## config.mk

```make
export PLATFORM = sky130hd
export DESIGN_NAME = imfu_ctrl
export DESIGN_NICKNAME = d
export VERILOG_FILES = /design/src/sv/imfu_pkg.sv /design/src/sv/imfu_ctrl.sv
export SDC_FILE = /design/constraint.sdc
export NUM_CORES = 1
export LEC_CHECK = 0
export ABC_CLOCK_PERIOD_IN_PS = 3100
export CORE_MARGIN = 2
export CORE_UTILIZATION = 40
export DETAILED_ROUTE_END_ITERATION = 10
export DONT_BUFFER_PORTS = 1
export SLEW_MARGIN = 20
export SYNTH_ARGS = -nofsm -noshare
export SYNTH_HDL_FRONTEND = slang
export SYNTH_SLANG_ARGS = --single-unit
```

## constraint.sdc

```tcl
create_clock -name clk -period 3.1 [get_ports clk]
set_input_delay 0 -clock clk [delete_from_list [all_inputs] [get_ports clk]]
set_output_delay 0 -clock clk [all_outputs]
set_load 0.02 [all_outputs]
```

## src/sv/imfu_pkg.sv

```systemverilog
// Package for the integer math function unit: widths, operation codes,
// controller states and the command/status structs. No dependencies.
package imfu_pkg;

    localparam int DataWidth = 64;
    localparam int CntWidth  = 7;
    // pow multiplies step through the multiplier in slices of this width
    localparam int SliceWidth = 16;
    // holds twice the largest partial cube root plus one
    localparam int CbrtWidth = 24;
    // from this argument on the factorial wraps to zero at 64 bits
    localparam int FactZeroFrom = 66;

    typedef enum logic [2:0] {
        OP_SQRT = 3'd0,
        OP_CBRT = 3'd1,
        OP_LOG  = 3'd2,
        OP_POW  = 3'd3,
        OP_FACT = 3'd4
    } op_t;

    typedef enum logic [3:0] {
        ST_IDLE,
        ST_DISPATCH,
        ST_SQRT,
        ST_CBRT_A,
        ST_CBRT_B,
        ST_CBRT_C,
        ST_LOG_CMP,
        ST_LOG_DIV,
        ST_POW_A,
        ST_POW_B,
        ST_FACT,
        ST_DONE
    } state_t;

    // controller to datapath
    typedef struct packed {
        logic load;
        logic setup;
        logic sqrt_step;
        logic cbrt_a;
        logic cbrt_b;
        logic cbrt_c;
        logic log_start;
        logic log_div;
        logic pow_a;
        logic pow_b;
        logic fact_step;
        logic finish;
    } cmd_t;

    // datapath to controller
    typedef struct packed {
        logic [2:0] op;
        logic       err;
        logic       trivial;
        logic       cnt_last;
        logic       log_ge;
        logic       div_busy;
        logic       pow_zero;
        logic       mul_last;
    } stat_t;

endpackage

```

## src/sv/imfu_ctrl.sv

```systemverilog
// Controller state machine sequencing the datapath for each operation.
// Depends on imfu_pkg.
module imfu_ctrl
    import imfu_pkg::*;
(
    input  logic  clk,
    input  logic  rst_n,
    input  logic  in_valid,
    output logic  in_stall,
    input  logic  out_take,
    output logic  out_load,
    output cmd_t  cmd,
    input  stat_t stat
);

    state_t state_reg, state_next;
    logic   log_wait_reg, log_wait_next;

    always_comb
    begin
        state_next    = state_reg;
        log_wait_next = log_wait_reg;
        unique case (state_reg)
            ST_IDLE:     if (in_valid) state_next = ST_DISPATCH;
            ST_DISPATCH:
            begin
                if (stat.trivial)
                    state_next = ST_DONE;
                else
                begin
                    unique case (stat.op)
                        OP_SQRT: state_next = ST_SQRT;
                        OP_CBRT: state_next = ST_CBRT_A;
                        OP_LOG:  state_next = ST_LOG_CMP;
                        OP_POW:  state_next = ST_POW_A;
                        OP_FACT: state_next = ST_FACT;
                        default: state_next = ST_DONE;
                    endcase
                end
            end
            ST_SQRT:     if (stat.cnt_last) state_next = ST_DONE;
            ST_CBRT_A:   state_next = ST_CBRT_B;
            ST_CBRT_B:   state_next = ST_CBRT_C;
            ST_CBRT_C:   state_next = stat.cnt_last ? ST_DONE : ST_CBRT_A;
            ST_LOG_CMP:
            begin
                log_wait_next = 1'b0;
                state_next    = stat.log_ge ? ST_LOG_DIV : ST_DONE;
            end
            ST_LOG_DIV:
            begin
                log_wait_next = 1'b1;
                if (log_wait_reg && !stat.div_busy)
                    state_next = ST_LOG_CMP;
            end
            ST_POW_A:
            begin
                if (stat.pow_zero)
                    state_next = ST_DONE;
                else if (stat.mul_last)
                    state_next = ST_POW_B;
            end
            ST_POW_B:    if (stat.mul_last) state_next = ST_POW_A;
            ST_FACT:     if (stat.cnt_last) state_next = ST_DONE;
            ST_DONE:     if (out_take) state_next = ST_IDLE;
            default:     state_next = ST_IDLE;
        endcase
    end

    always_comb
    begin
        cmd       = '0;
        in_stall  = 1'b1;
        out_load  = 1'b0;
        unique case (state_reg)
            ST_IDLE:
            begin
                in_stall = 1'b0;
                cmd.load = in_valid;
            end
            ST_DISPATCH: cmd.setup = 1'b1;
            ST_SQRT:     cmd.sqrt_step = 1'b1;
            ST_CBRT_A:   cmd.cbrt_a = 1'b1;
            ST_CBRT_B:   cmd.cbrt_b = 1'b1;
            ST_CBRT_C:   cmd.cbrt_c = 1'b1;
            ST_LOG_CMP:  cmd.log_div = stat.log_ge;
            ST_LOG_DIV:  cmd.log_start = log_wait_reg && !stat.div_busy;
            ST_POW_A:    cmd.pow_a = !stat.pow_zero;
            ST_POW_B:    cmd.pow_b = 1'b1;
            ST_FACT:     cmd.fact_step = 1'b1;
            ST_DONE:     out_load = 1'b1;
            default:     cmd = '0;
        endcase
    end

    always_ff @(posedge clk or negedge rst_n)
    begin
        if (!rst_n)
        begin
            state_reg    <= ST_IDLE;
            log_wait_reg <= 1'b0;
        end
        else
        begin
            state_reg    <= state_next;
            log_wait_reg <= log_wait_next;
        end
    end

endmodule

```

* Word-level counts from Yosys, hierarchy flattened
Index checks and enable logic that the tools add are counted. Widths: inputs -> output; s select.
Operators by class: eq/ne operators 21, magnitude comparators 0, reduce and logical (&&, ||, !) cells 8, $add $sub $neg 0, muxes and demuxes 26, multipliers 0, bitwise logic cells 0, shifts and indexed selects 0, divide/modulo/power cells 0
Operators by type and width (count):
- $pmux 4 s11 | 1
- $mux 4 | 10
- $pmux 4 s5 | 1
- $eq 4x3->1 const B | 4
- $eq 4x4->1 const B | 4
- $mux 1 | 13
- $eq 4x2->1 const B | 2
- $ne 2x2->1 const B | 4
- $eq 3x2->1 const B | 2
- $reduce_and 6->1 | 1
- $eq 4x1->1 const B | 1
- $logic_not 4->1 | 1
- $eq 3x1->1 const B | 1
- $eq 3x3->1 const B | 1
- $logic_not 3->1 | 1
- $ne 3x3->1 const B | 1
- $logic_not 1->1 | 2
- $ne 2x1->1 const B | 1
- $pmux 1 s2 | 1
- $reduce_bool 2->1 | 1
- $reduce_or 2->1 | 1
- $logic_and 1x1->1 | 1
Word-level totals: latch bits 0, input port bits 14, register bits after elaboration 5, output and inout bits 14, bits in writable memories 0, memories 0, word-level logic and storage cells 57, bits in read-only memories 0

* Logic depth before layout (Yosys ltp)
Gate-level depths: netlist of run 1.
depth after elaboration 4, mapped depth 6, gate-level depth less buffers 4

* Least setup slack after synthesis of run 1
No wires, ideal clock.
path kind register to register, from register state_reg[1], to register state_reg[3], data arrival time 1.509 ns, setup slack 1.525 ns, setup time 0.066 ns, path buffers 1, data required time 3.034 ns, cell stages (with the launch flop) 6, clock period less this slack 1.575 ns, path through dfrtp_1 -> buf_6 -> nand2b_1 -> nor3_1 -> a22o_1 -> a221o_1
Between the ends: word-level cells in the longest chain between the ends 4, elaborated cells between the ends (all ways) 21, those cells by class eq/ne (17); mux (1); reduce/logical (3)
Ends and longest elaborated chain:
- start, declared | line imfu_ctrl.sv:16 | state_t state_reg, state_next;
- start signal, assigned | line imfu_ctrl.sv:105 | state_reg <= state_next;
- $eq 4x4->1 / $eq 4x2->1 (equally long branches) | line imfu_ctrl.sv:23 | unique case (state_reg)
- $reduce_or 2->1 (no line)
- $ne 2x1->1 (no line)
- $reduce_and 6->1 (no line)
Parallel ways exist; a longest one is shown, timed or not. A chain may end at the register's enable or synchronous reset.

* Worst setup path after layout of run 1
Ends and elaborated chain as after synthesis.

==> results of run 1 <==
==> cells by family (layout without fill, tap and decap cells) <==
logic type	Yosys count	in the layout	synth area share (%)
compound gates	17	17	23.7
buf+inv	7	7	8.50
flops	5	5	22.4
mux	2	2	4.03
other cells	1	1	0.670
simple gates	43	43	40.7
==> stage by stage <==
step	total power [mW]	worst slack, ns
global route	0.693	1.01
finish	0.625	1.19
floorplan	0.522	1.52
detailed placement	0.551	1.19
CTS	0.635	1.18
global placement	0.544	1.21
==> cell usage in the layout (no fill, tap or decap), drive strengths merged, types with 3 or more instances in the layout <==
cell / n
nand2b: 6
nor2: 11
o211ai: 3
nand2: 9
nor3: 6
clkbuf: 4
dfrtp: 5
==> repair_timing <==
item	4_1_cts	5_1_grt
endpoints found under the hold margin	6	0
hold buffers	2	0
setup buffers	0	0
==> tightest hold or removal path: stages <==
cell and delay, ns:
nor2_1 0.02, a31oi_1 0.16, nor3_1 0.06
==> worst paths after layout <==
check | slack (ns) | end | start | depth (start not counted)
max in group asynchronous | 2.87 | state_reg[2]$_DFFE_PN0P_ | rst_n | 1
min in group asynchronous | 0.05 | state_reg[1]$_DFFE_PN0P_ | rst_n | 1
max reg2reg | 1.19 | state_reg[3]$_DFFE_PN0P_ | state_reg[1]$_DFFE_PN0P_ | 4
max | 1.19 | state_reg[3]$_DFFE_PN0P_ | state_reg[1]$_DFFE_PN0P_ | 4
min | 0.04 | state_reg[2]$_DFFE_PN0P_ | stat[7] | 3
min reg2reg | 0.48 | log_wait_reg$_DFFE_PN0P_ | log_wait_reg$_DFFE_PN0P_ | 2
==> per-layer routing <==
metal  track usage [%]  up-vias  routed length (um)  part of all wire, %
li1                  -      266                   -                    -
met1              24.3      245                 567                   47
met2              29.3       13                 588                   48
met3              3.19        0                  60                  4.9
met4              4.84        0                   0                    0
met5                 0        -                   0                    0
==> where the power goes <==
part	leakage, nW	switching [mW]	total [mW]	internal, mW
sequential	0.0610	0.109	0.206	0.0965
combinational	0.155	0.198	0.343	0.145
clock	0.0150	0.0278	0.0766	0.0487
total	0.231	0.335	0.625	0.290
==> layout make-up <==
type | instances | area, um2 | share of cell area [%]
inverter | 1 | 3.75 | 0.647
sequential | 5 | 125 | 21.6
multi-input combinational | 63 | 387 | 66.6
clock buffer | 4 | 26.3 | 4.53
timing repair buffer | 2 | 20.0 | 3.45
tap | 15 | 18.8 | 3.23
==> run_results.csv, run 1 <==
group,metric,value,unit
timing,post-route-period-util,61.7,%
layout,nFillCells,145,
worst_setup_path,cp_max_fo,17,
layout,drive_above_1_share,9.33,%
power_and_ir_drop,leakagePower,0.231,nW
global_route,antenna_found_initial,0,
yosys,yosysUniqueCellTypes,31,
placed_design,port-buffer-count,0,
detailed_routing,drc_errors,0,
yosys,yosysTopAreaCellShare,22.4,%
timing,holdWs,0.0443,ns
timing,rsz0062_at_grt,"false",
detailed_routing,drt_iter0_drc,3,
placed_design,dpl-instance-area,534,um2
cts,htreeDepth,1,
cts,cts_tree,"built",
cts,cts_buffers,3,
layout,area_growth_syn_to_layout,3.80,%
power_and_ir_drop,powerDensity,1080,mW/mm2
worst_setup_path,worstPathCellList,"nand2b_1 -> nor3_1 -> a22o_1 -> a221o_1",
yosys,yosys-top-cells-area,"dfrtp_1 (22%), nor2_1 (7.4%), nand2b_1 (6.7%)",
die,die-area,0.00171,mm2
layout,nets,90,
cts,cts_sinks,5,
yosys,synth_common_cells,"nor2_1 (11), nand2_1 (9), nand2b_1 (6), nor3_1 (6), dfrtp_1 (5)",
cts,cts-root-buf,"clkbuf_4",
yosys,netlist_instances,75,
placed_design,hpwl,886,um
die,die_x,41.4,um
global_route,gr-total-overflow,0,
cts,clock_latency,0.24,ns
die,start_util,43.0,%
layout,final_area,581,um2
worst_setup_path,arrival,2.09,ns
worst_setup_path,cp-start-kind,"flip-flop",
timing,hold_viol,0,
detailed_routing,routedWlPerCell,13.5,um
yosys,synth_area_leader_cell,"dfrtp_1",
global_route,grt_max_degree,18,
yosys,syn_area,559,um2
detailed_routing,ant_nets,0,
layout,post-route-util,44.6,%
detailed_routing,drt_first_pass_iters,2,
placed_design,dp.cells,84,
timing,fin_crit,1.91,ns
cts,clockBufferDepth,2,
worst_setup_path,slowest_delay,0.60,ns
global_route,grt_util_all_layers,17.9,%
die,fp-row-count,13,
yosys,yosys_warnings,0,
die,io_pins,28,
timing,fmax,0.523,GHz
worst_hold_path,min_path_type,"in2reg",
worst_setup_path,end_kind,"flip-flop",
global_route,grt_pass1_wl,2.03,mm
die,die_y,41.4,um
timing,slew_headroom,41.5,%
yosys,ys.flop_type,"dfrtp_1",
layout,finalNonFillerCells,90,
placed_design,routabilityCongestion,0.741,
run_status,run_status,"finished, final reports clean",
detailed_routing,wl,1.22,mm
timing,worstMarginPinSlew,0.869,ns
yosys,synth_edf_count,0,
job,maxCapViolCount,0,
cts,ctsResizeCount,0,
timing,skew,0.00169,ns
detailed_routing,avgViaCountPerCell,5.82,
yosys,syn-num-nets,89,
global_route,grt_pass1_vias,474,
yosys,ys_ff_latch,5,
detailed_routing,vias,524,
timing,setup_viol,0,
power_and_ir_drop,ir_worst_vdd,0.000401,V
worst_setup_path,cp_top_family,"simple AND/OR/NAND/NOR gates",
layout,antenna_cells,0,
worst_setup_path,critPathKind,"reg2reg",
die,coreArea,0.00130,mm2
yosys,synth.most_common_cell,"nor2_1",
worst_setup_path,crit_required,3.28,ns
cts,clk_pin_slew,0.05,ns
yosys,synth_area_per_cell,7.46,um2
timing,setup-tns-final,0,ns
yosys,async_flop_share,100,%
yosys,yosysSeqAreaShare,22.4,%
worst_setup_path,critical_path_buf_inv_count,0,
layout,largest_reg_flops,4,
worst_setup_path,cpMaxStageDelayCell,"nor3_1",
timing,slew_viol_final,0,
Note: power is estimated with default switching activity, not from simulation.
==> run 2: changes to the inputs <==
--- a/config.mk
+++ b/config.mk
@@ -5,7 +5,8 @@
 export SDC_FILE = /design/constraint.sdc
 export NUM_CORES = 1
 export LEC_CHECK = 0
-export ABC_CLOCK_PERIOD_IN_PS = 3100
+export ABC_AREA = 1
+export ABC_CLOCK_PERIOD_IN_PS = 1900
 export CORE_MARGIN = 2
 export CORE_UTILIZATION = 40
 export DETAILED_ROUTE_END_ITERATION = 10
==> constraint.sdc (replaced) <==
create_clock -name clk -period 1.9 [get_ports clk]
set_input_delay 0 -clock clk [delete_from_list [all_inputs] [get_ports clk]]
set_output_delay 0 -clock clk [all_outputs]
set_load 0.02 [all_outputs]
==> run_results.csv, run 2 <==
group,metric,value,unit
run_status,run_status,"finished, final reports clean",
cts,cts_sinks,5,
yosys,yosysTopAreaCellShare,22.4,%
yosys,syn_area,558,um2
die,coreArea,0.00130,mm2
yosys,netlist_instances,102,
worst_setup_path,slowest_delay,0.57,ns
worst_hold_path,min_path_type,"in2async",
cts,cts-root-buf,"clkbuf_4",
timing,setup-tns-final,0,ns
global_route,grt_pass1_vias,461,
global_route,grt_max_degree,8,
layout,antenna_cells,0,
layout,final_cell_mix,"nand2_1 (30), inv_1 (18), nor2_1 (16)",
power_and_ir_drop,ir_worst_vdd,0.000602,V
power_and_ir_drop,swShare,57.3,%
cts,cts_buffers,3,
power_and_ir_drop,powerDensity,1810,mW/mm2
die,die-area,0.00171,mm2
die,die_x,41.4,um
worst_setup_path,end_kind,"flip-flop",
power_and_ir_drop,p_int,0.487,mW
cts,htreeDepth,1,
yosys,async_flop_share,100,%
worst_setup_path,cpMaxStageDelayCell,"dlygate4sd3_1",
worst_setup_path,worstPathCellList,"inv_2 -> nand2_2 -> nor2_4 -> nand4_1 -> o2111ai_1 -> dlygate4sd3_1",
worst_setup_path,r2r_slack,0.12,ns
job,maxCapViolCount,0,
worst_setup_path,worstReg2RegStart,"state_reg[2]$_DFFE_PN0P_",
timing,slew_viol_final,0,
yosys,synth_area_per_cell,5.47,um2
yosys,yosys-top-cells-area,"dfrtp_1 (22%), nand2_1 (21%), inv_1 (12%)",
placed_design,hpwl,1.02,mm
detailed_routing,vias,595,
cts,cts_tree,"built",
detailed_routing,routedWlPerCell,10.1,um
global_route,grt_pass1_wl,1.81,mm
timing,setup_ws,0.125,ns
power_and_ir_drop,clock_power_share,10.4,%
power_and_ir_drop,leakagePower,0.375,nW
cts,clock_latency,0.24,ns
timing,post-route-period-util,93.4,%
layout,nets,123,
power_and_ir_drop,p_switching,0.654,mW
detailed_routing,ant_nets,0,
die,fp-row-count,13,
yosys,ys_ff_latch,5,
placed_design,dpl-instance-area,569,um2
worst_setup_path,crit_required,2.07,ns
worst_setup_path,r2r_end,"state_reg[2]$_DFFE_PN0P_",
global_route,antenna_found_initial,0,
worst_setup_path,arrival,1.94,ns
detailed_routing,avgViaCountPerCell,4.84,
yosys,synth_common_cells,"nand2_1 (31), inv_1 (18), nor2_1 (16), nand3_1 (10), nand2_2 (6)",
worst_setup_path,cp_max_fo,5,
global_route,gr-total-overflow,0,
yosys,synth_area_leader_cell,"dfrtp_1",
cts,clockBufferDepth,2,
layout,final_common_cell,"nand2_1",
placed_design,routabilityCongestion,0.761,
detailed_routing,drt_iter0_drc,14,
layout,largest_reg_flops,4,
worst_setup_path,critPathKind,"reg2reg",
yosys,yosys_warnings,0,
power_and_ir_drop,seq_power_share,22.4,%
die,die_y,41.4,um
placed_design,port-buffer-count,0,
timing,fmax,0.563,GHz
detailed_routing,drt_first_pass_iters,4,
timing,hold_viol,0,
cts,clk_pin_slew,0.04,ns
timing,fin_crit,1.78,ns
die,io_pins,28,
layout,area_growth_syn_to_layout,13.0,%
layout,drive_above_1_share,18.5,%
yosys,yosysSeqAreaShare,22.4,%
detailed_routing,wl,1.25,mm
timing,setup_viol,0,
worst_setup_path,reg2regPathDepth,6,
layout,final_area,631,um2
yosys,synth_edf_count,0,
yosys,synth.most_common_cell,"nand2_1",
timing,rsz0062_at_grt,"false",
yosys,syn-num-nets,116,
detailed_routing,drc_errors,0,
worst_setup_path,cp-start-kind,"flip-flop",
placed_design,post-place-ws,0.588,ns
layout,nFillCells,144,
timing,skew,0.00264,ns
die,start_util,42.9,%
yosys,ys.flop_type,"dfrtp_1",
global_route,grt_util_all_layers,16.1,%
yosys,yosysUniqueCellTypes,17,
power_and_ir_drop,power_frac_comb,67.2,%
run 2: area by class of cell:
type | count | area [um2] | area share, %
Multi-Input combinational cell | 75 | 349 | 55.4
Sequential cell | 5 | 128 | 20.2
Inverter | 21 | 78.8 | 12.5
Timing Repair Buffer | 3 | 30.0 | 4.76
Clock buffer | 4 | 26.3 | 4.17
Tap cell | 15 | 18.8 | 2.98
run 2: power groups by stage:
stage | sequential (mW) | clock, mW | combinational [mW]
floorplan | 0.228 | 0 | 0.641
global placement | 0.254 | 0 | 0.735
detailed placement | 0.251 | 0 | 0.740
CTS | 0.250 | 0.123 | 0.763
global route | 0.264 | 0.134 | 0.866
finish | 0.256 | 0.119 | 0.767
run 2: worst max-delay path, delay by kind of cell (launching register included):
kind            cells  cell delay, ns
flops               1            0.44
buf+inv             2            0.68
compound gates      1            0.10
simple gates        3            0.48
run 2: timing repair:
| item | in CTS | in global routing |
|---|---|---|
| resized for setup | 0 | 3 |
| endpoints found under the hold margin | 6 | 0 |
| hold buffers | 3 | 0 |
| buffers inserted | 0 | 0 |
| endpoints found under the setup margin | 0 | 1 |
run 2: logic make-up (layout without fill, tap and decap cells):
| logic type | after synthesis | after routing | share of synthesized area (%) |
|---|---|---|---|
| other | 1 | 1 | 0.672 |
| DFF | 5 | 5 | 22.4 |
| buffers and inverters | 22 | 28 | 15.5 |
| and+or+nand+nor | 70 | 70 | 57.2 |
| AOI/OAI and AO/OA | 4 | 4 | 4.26 |
run 2: per-stage QoR:
| step | hold slack (ns) | instances | utilization, % | power (mW) |
|---|---|---|---|---|
| floorplan | -0.296 | 102 | - | 0.869 |
| global placement | -0.295 | 116 | 43.8 | 0.989 |
| detailed placement | -0.295 | 116 | 43.8 | 0.991 |
| CTS | 0.0451 | 123 | 48.1 | 1.14 |
| global route | 0.0477 | 123 | 48.5 | 1.26 |
| finish | 0.0450 | 123 | 48.5 | 1.14 |
run 2: worst max path at each step:
stage | endpoint | start | depth (start not counted) | slack, ns
after floorplan | state_reg[3]$_DFFE_PN0P_ | state_reg[3]$_DFFE_PN0P_ | 9 | 0.73
after global placement | state_reg[3]$_DFFE_PN0P_ | state_reg[3]$_DFFE_PN0P_ | 9 | 0.60
after detailed placement | state_reg[0]$_DFFE_PN0P_ | state_reg[0]$_DFFE_PN0P_ | 8 | 0.59
after CTS | state_reg[2]$_DFFE_PN0P_ | state_reg[3]$_DFFE_PN0P_ | 6 | 0.12
after global routing | state_reg[2]$_DFFE_PN0P_ | state_reg[3]$_DFFE_PN0P_ | 6 | 0.04
final | state_reg[2]$_DFFE_PN0P_ | state_reg[2]$_DFFE_PN0P_ | 6 | 0.12
run 2: layer usage:
metal	track usage [%]	wire [um]	part of all wire, %
met5	0	0	0
met4	7.26	0	0
met3	2.66	76	6.1
met2	25.8	553	44
met1	21.2	614	49
==> run 3: changes to the inputs <==
--- a/config.mk
+++ b/config.mk
@@ -7,7 +7,7 @@
 export LEC_CHECK = 0
 export ABC_AREA = 1
 export ABC_CLOCK_PERIOD_IN_PS = 1900
-export CORE_MARGIN = 2
+export CORE_MARGIN = 4
 export CORE_UTILIZATION = 40
 export DETAILED_ROUTE_END_ITERATION = 10
 export DONT_BUFFER_PORTS = 1
==> run_results.csv, run 3 (same netlist as run 2, synthesis figures left out) <==
group,metric,value,unit
cts,postCtsSetupRepairBufs,0,
placed_design,dp.cells,116,
global_route,grt_util_all_layers,14.4,%
timing,fmax,0.566,GHz
worst_setup_path,arrival,1.94,ns
layout,finalNonFillerCells,123,
cts,clockBufferDepth,2,
cts,cts_tree,"built",
worst_setup_path,cp-start-kind,"flip-flop",
die,die_x,45.4,um
worst_setup_path,crit_required,2.07,ns
power_and_ir_drop,power_frac_comb,66.8,%
detailed_routing,drt_iter0_drc,12,
power_and_ir_drop,ir_worst_vdd,0.000610,V
worst_setup_path,cp_max_fo,6,
detailed_routing,routedWlPerCell,10.6,um
die,coreArea,0.00130,mm2
timing,holdWs,0.0427,ns
global_route,grt_max_degree,8,
placed_design,port-buffer-count,0,
detailed_routing,drc_errors,0,
layout,largest_reg_flops,4,
cts,cts_buffers,3,
layout,final_area,632,um2
power_and_ir_drop,clock_power_share,10.5,%
die,start_util,42.9,%
worst_setup_path,slowest_delay,0.57,ns
layout,area_growth_syn_to_layout,13.2,%
timing,fin_crit,1.77,ns
worst_setup_path,cpMaxStageDelayCell,"dlygate4sd3_1",
placed_design,dpl-instance-area,569,um2
worst_setup_path,worstPathCellList,"inv_2 -> nand2_2 -> nor2_4 -> nand4_1 -> o2111ai_1 -> dlygate4sd3_1",
global_route,gr-total-overflow,0,
worst_hold_path,min_path_type,"in2reg",
layout,drive_above_1_share,19.4,%
layout,antenna_cells,0,
detailed_routing,vias,606,
detailed_routing,avgViaCountPerCell,4.93,
job,maxCapViolCount,0,
power_and_ir_drop,seq_power_share,22.7,%
cts,clk_pin_slew,0.04,ns
die,die_y,45.4,um
layout,final_cell_mix,"nand2_1 (30), inv_1 (18), nor2_1 (16)",
global_route,antenna_found_initial,0,
cts,cts-root-buf,"clkbuf_4",
worst_setup_path,end_kind,"flip-flop",
detailed_routing,wl,1.30,mm
timing,skew,0.00327,ns
timing,hold_viol,0,
layout,final_common_cell,"nand2_1",
run_status,run_status,"finished, final reports clean",
detailed_routing,ant_nets,0,
layout,nets,123,
die,die-area,0.00206,mm2
power_and_ir_drop,swShare,57.2,%
timing,rsz0062_at_grt,"false",
detailed_routing,drt_first_pass_iters,4,
placed_design,routabilityCongestion,0.810,
timing,setup-tns-final,0,ns
cts,cts_sinks,5,
timing,setup_viol,0,
placed_design,hpwl,1.07,mm
worst_setup_path,critPathKind,"reg2reg",
cts,htreeDepth,1,
global_route,grt_pass1_wl,2.26,mm
power_and_ir_drop,leakagePower,0.374,nW
timing,slew_viol_final,0,
global_route,grt_pass1_vias,580,
timing,post-route-period-util,93.0,%
power_and_ir_drop,powerDensity,1810,mW/mm2
power_and_ir_drop,p_switching,0.654,mW
die,fp-row-count,13,
cts,clock_latency,0.24,ns
die,io_pins,28,
power_and_ir_drop,p_int,0.490,mW
## run 3: layer usage
metal / vias up / GRT usage, % / part of all wire [%]
li1: 317 / - / -
met1: 262 / 20.1 / 48
met2: 27 / 22.3 / 44
met3: 0 / 1.99 / 8.1
met4: 0 / 5.26 / 0
met5: - / 0 / 0
## run 3: stage by stage
step	worst slack, ns	util (%)	total power, mW
5_1_grt	0.0403	48.6	1.27
6_report	0.132	48.6	1.14
4_1_cts	0.119	48.1	1.14
2_1_floorplan	0.733	-	0.869
3_5_place_dp	0.593	43.8	0.993
3_3_place_gp	0.594	43.8	0.991
## run 3: layout make-up
class	instances	area, um2
Sequential cell	5	129
Multi-Input combinational cell	75	349
Inverter	21	78.8
Tap cell	15	18.8
Clock buffer	4	26.3
Fill cell	150	669
Timing Repair Buffer	3	30.0
## run 3: power by group through the flow
stage	registers [mW]	logic (mW)	clock network [mW]
2_1_floorplan	0.228	0.641	0
3_3_place_gp	0.254	0.737	0
3_5_place_dp	0.251	0.742	0
4_1_cts	0.250	0.766	0.123
5_1_grt	0.270	0.873	0.130
6_report	0.260	0.764	0.120
## run 3: path summary, 6_finish.rpt
path | start | end | slack, ns | cells past startpoint
max | state_reg[3]$_DFFE_PN0P_ | state_reg[2]$_DFFE_PN0P_ | 0.13 | 6
min | stat[0] | state_reg[3]$_DFFE_PN0P_ | 0.04 | 4
max reg2reg | state_reg[3]$_DFFE_PN0P_ | state_reg[2]$_DFFE_PN0P_ | 0.13 | 6
min reg2reg | log_wait_reg$_DFFE_PN0P_ | log_wait_reg$_DFFE_PN0P_ | 0.54 | 2
max in group asynchronous | rst_n | state_reg[1]$_DFFE_PN0P_ | 1.65 | 1
min in group asynchronous | rst_n | state_reg[3]$_DFFE_PN0P_ | 0.05 | 1
## run 3: critical path: cells and delay by family, from the launching register on
kind                   cells  cell delay (ns)
AND/OR/NAND/NOR            3             0.47
buffers and inverters      2             0.67
flip-flops                 1             0.45
AO/OA/AOI/OAI              1             0.10
## run 3: timing repair
action | 4_1_cts | 5_1_grt
gates resized for setup | 0 | 4
hold buffers | 3 | 0
endpoints found under the setup margin | 0 | 1
hold endpoints to repair | 6 | 0
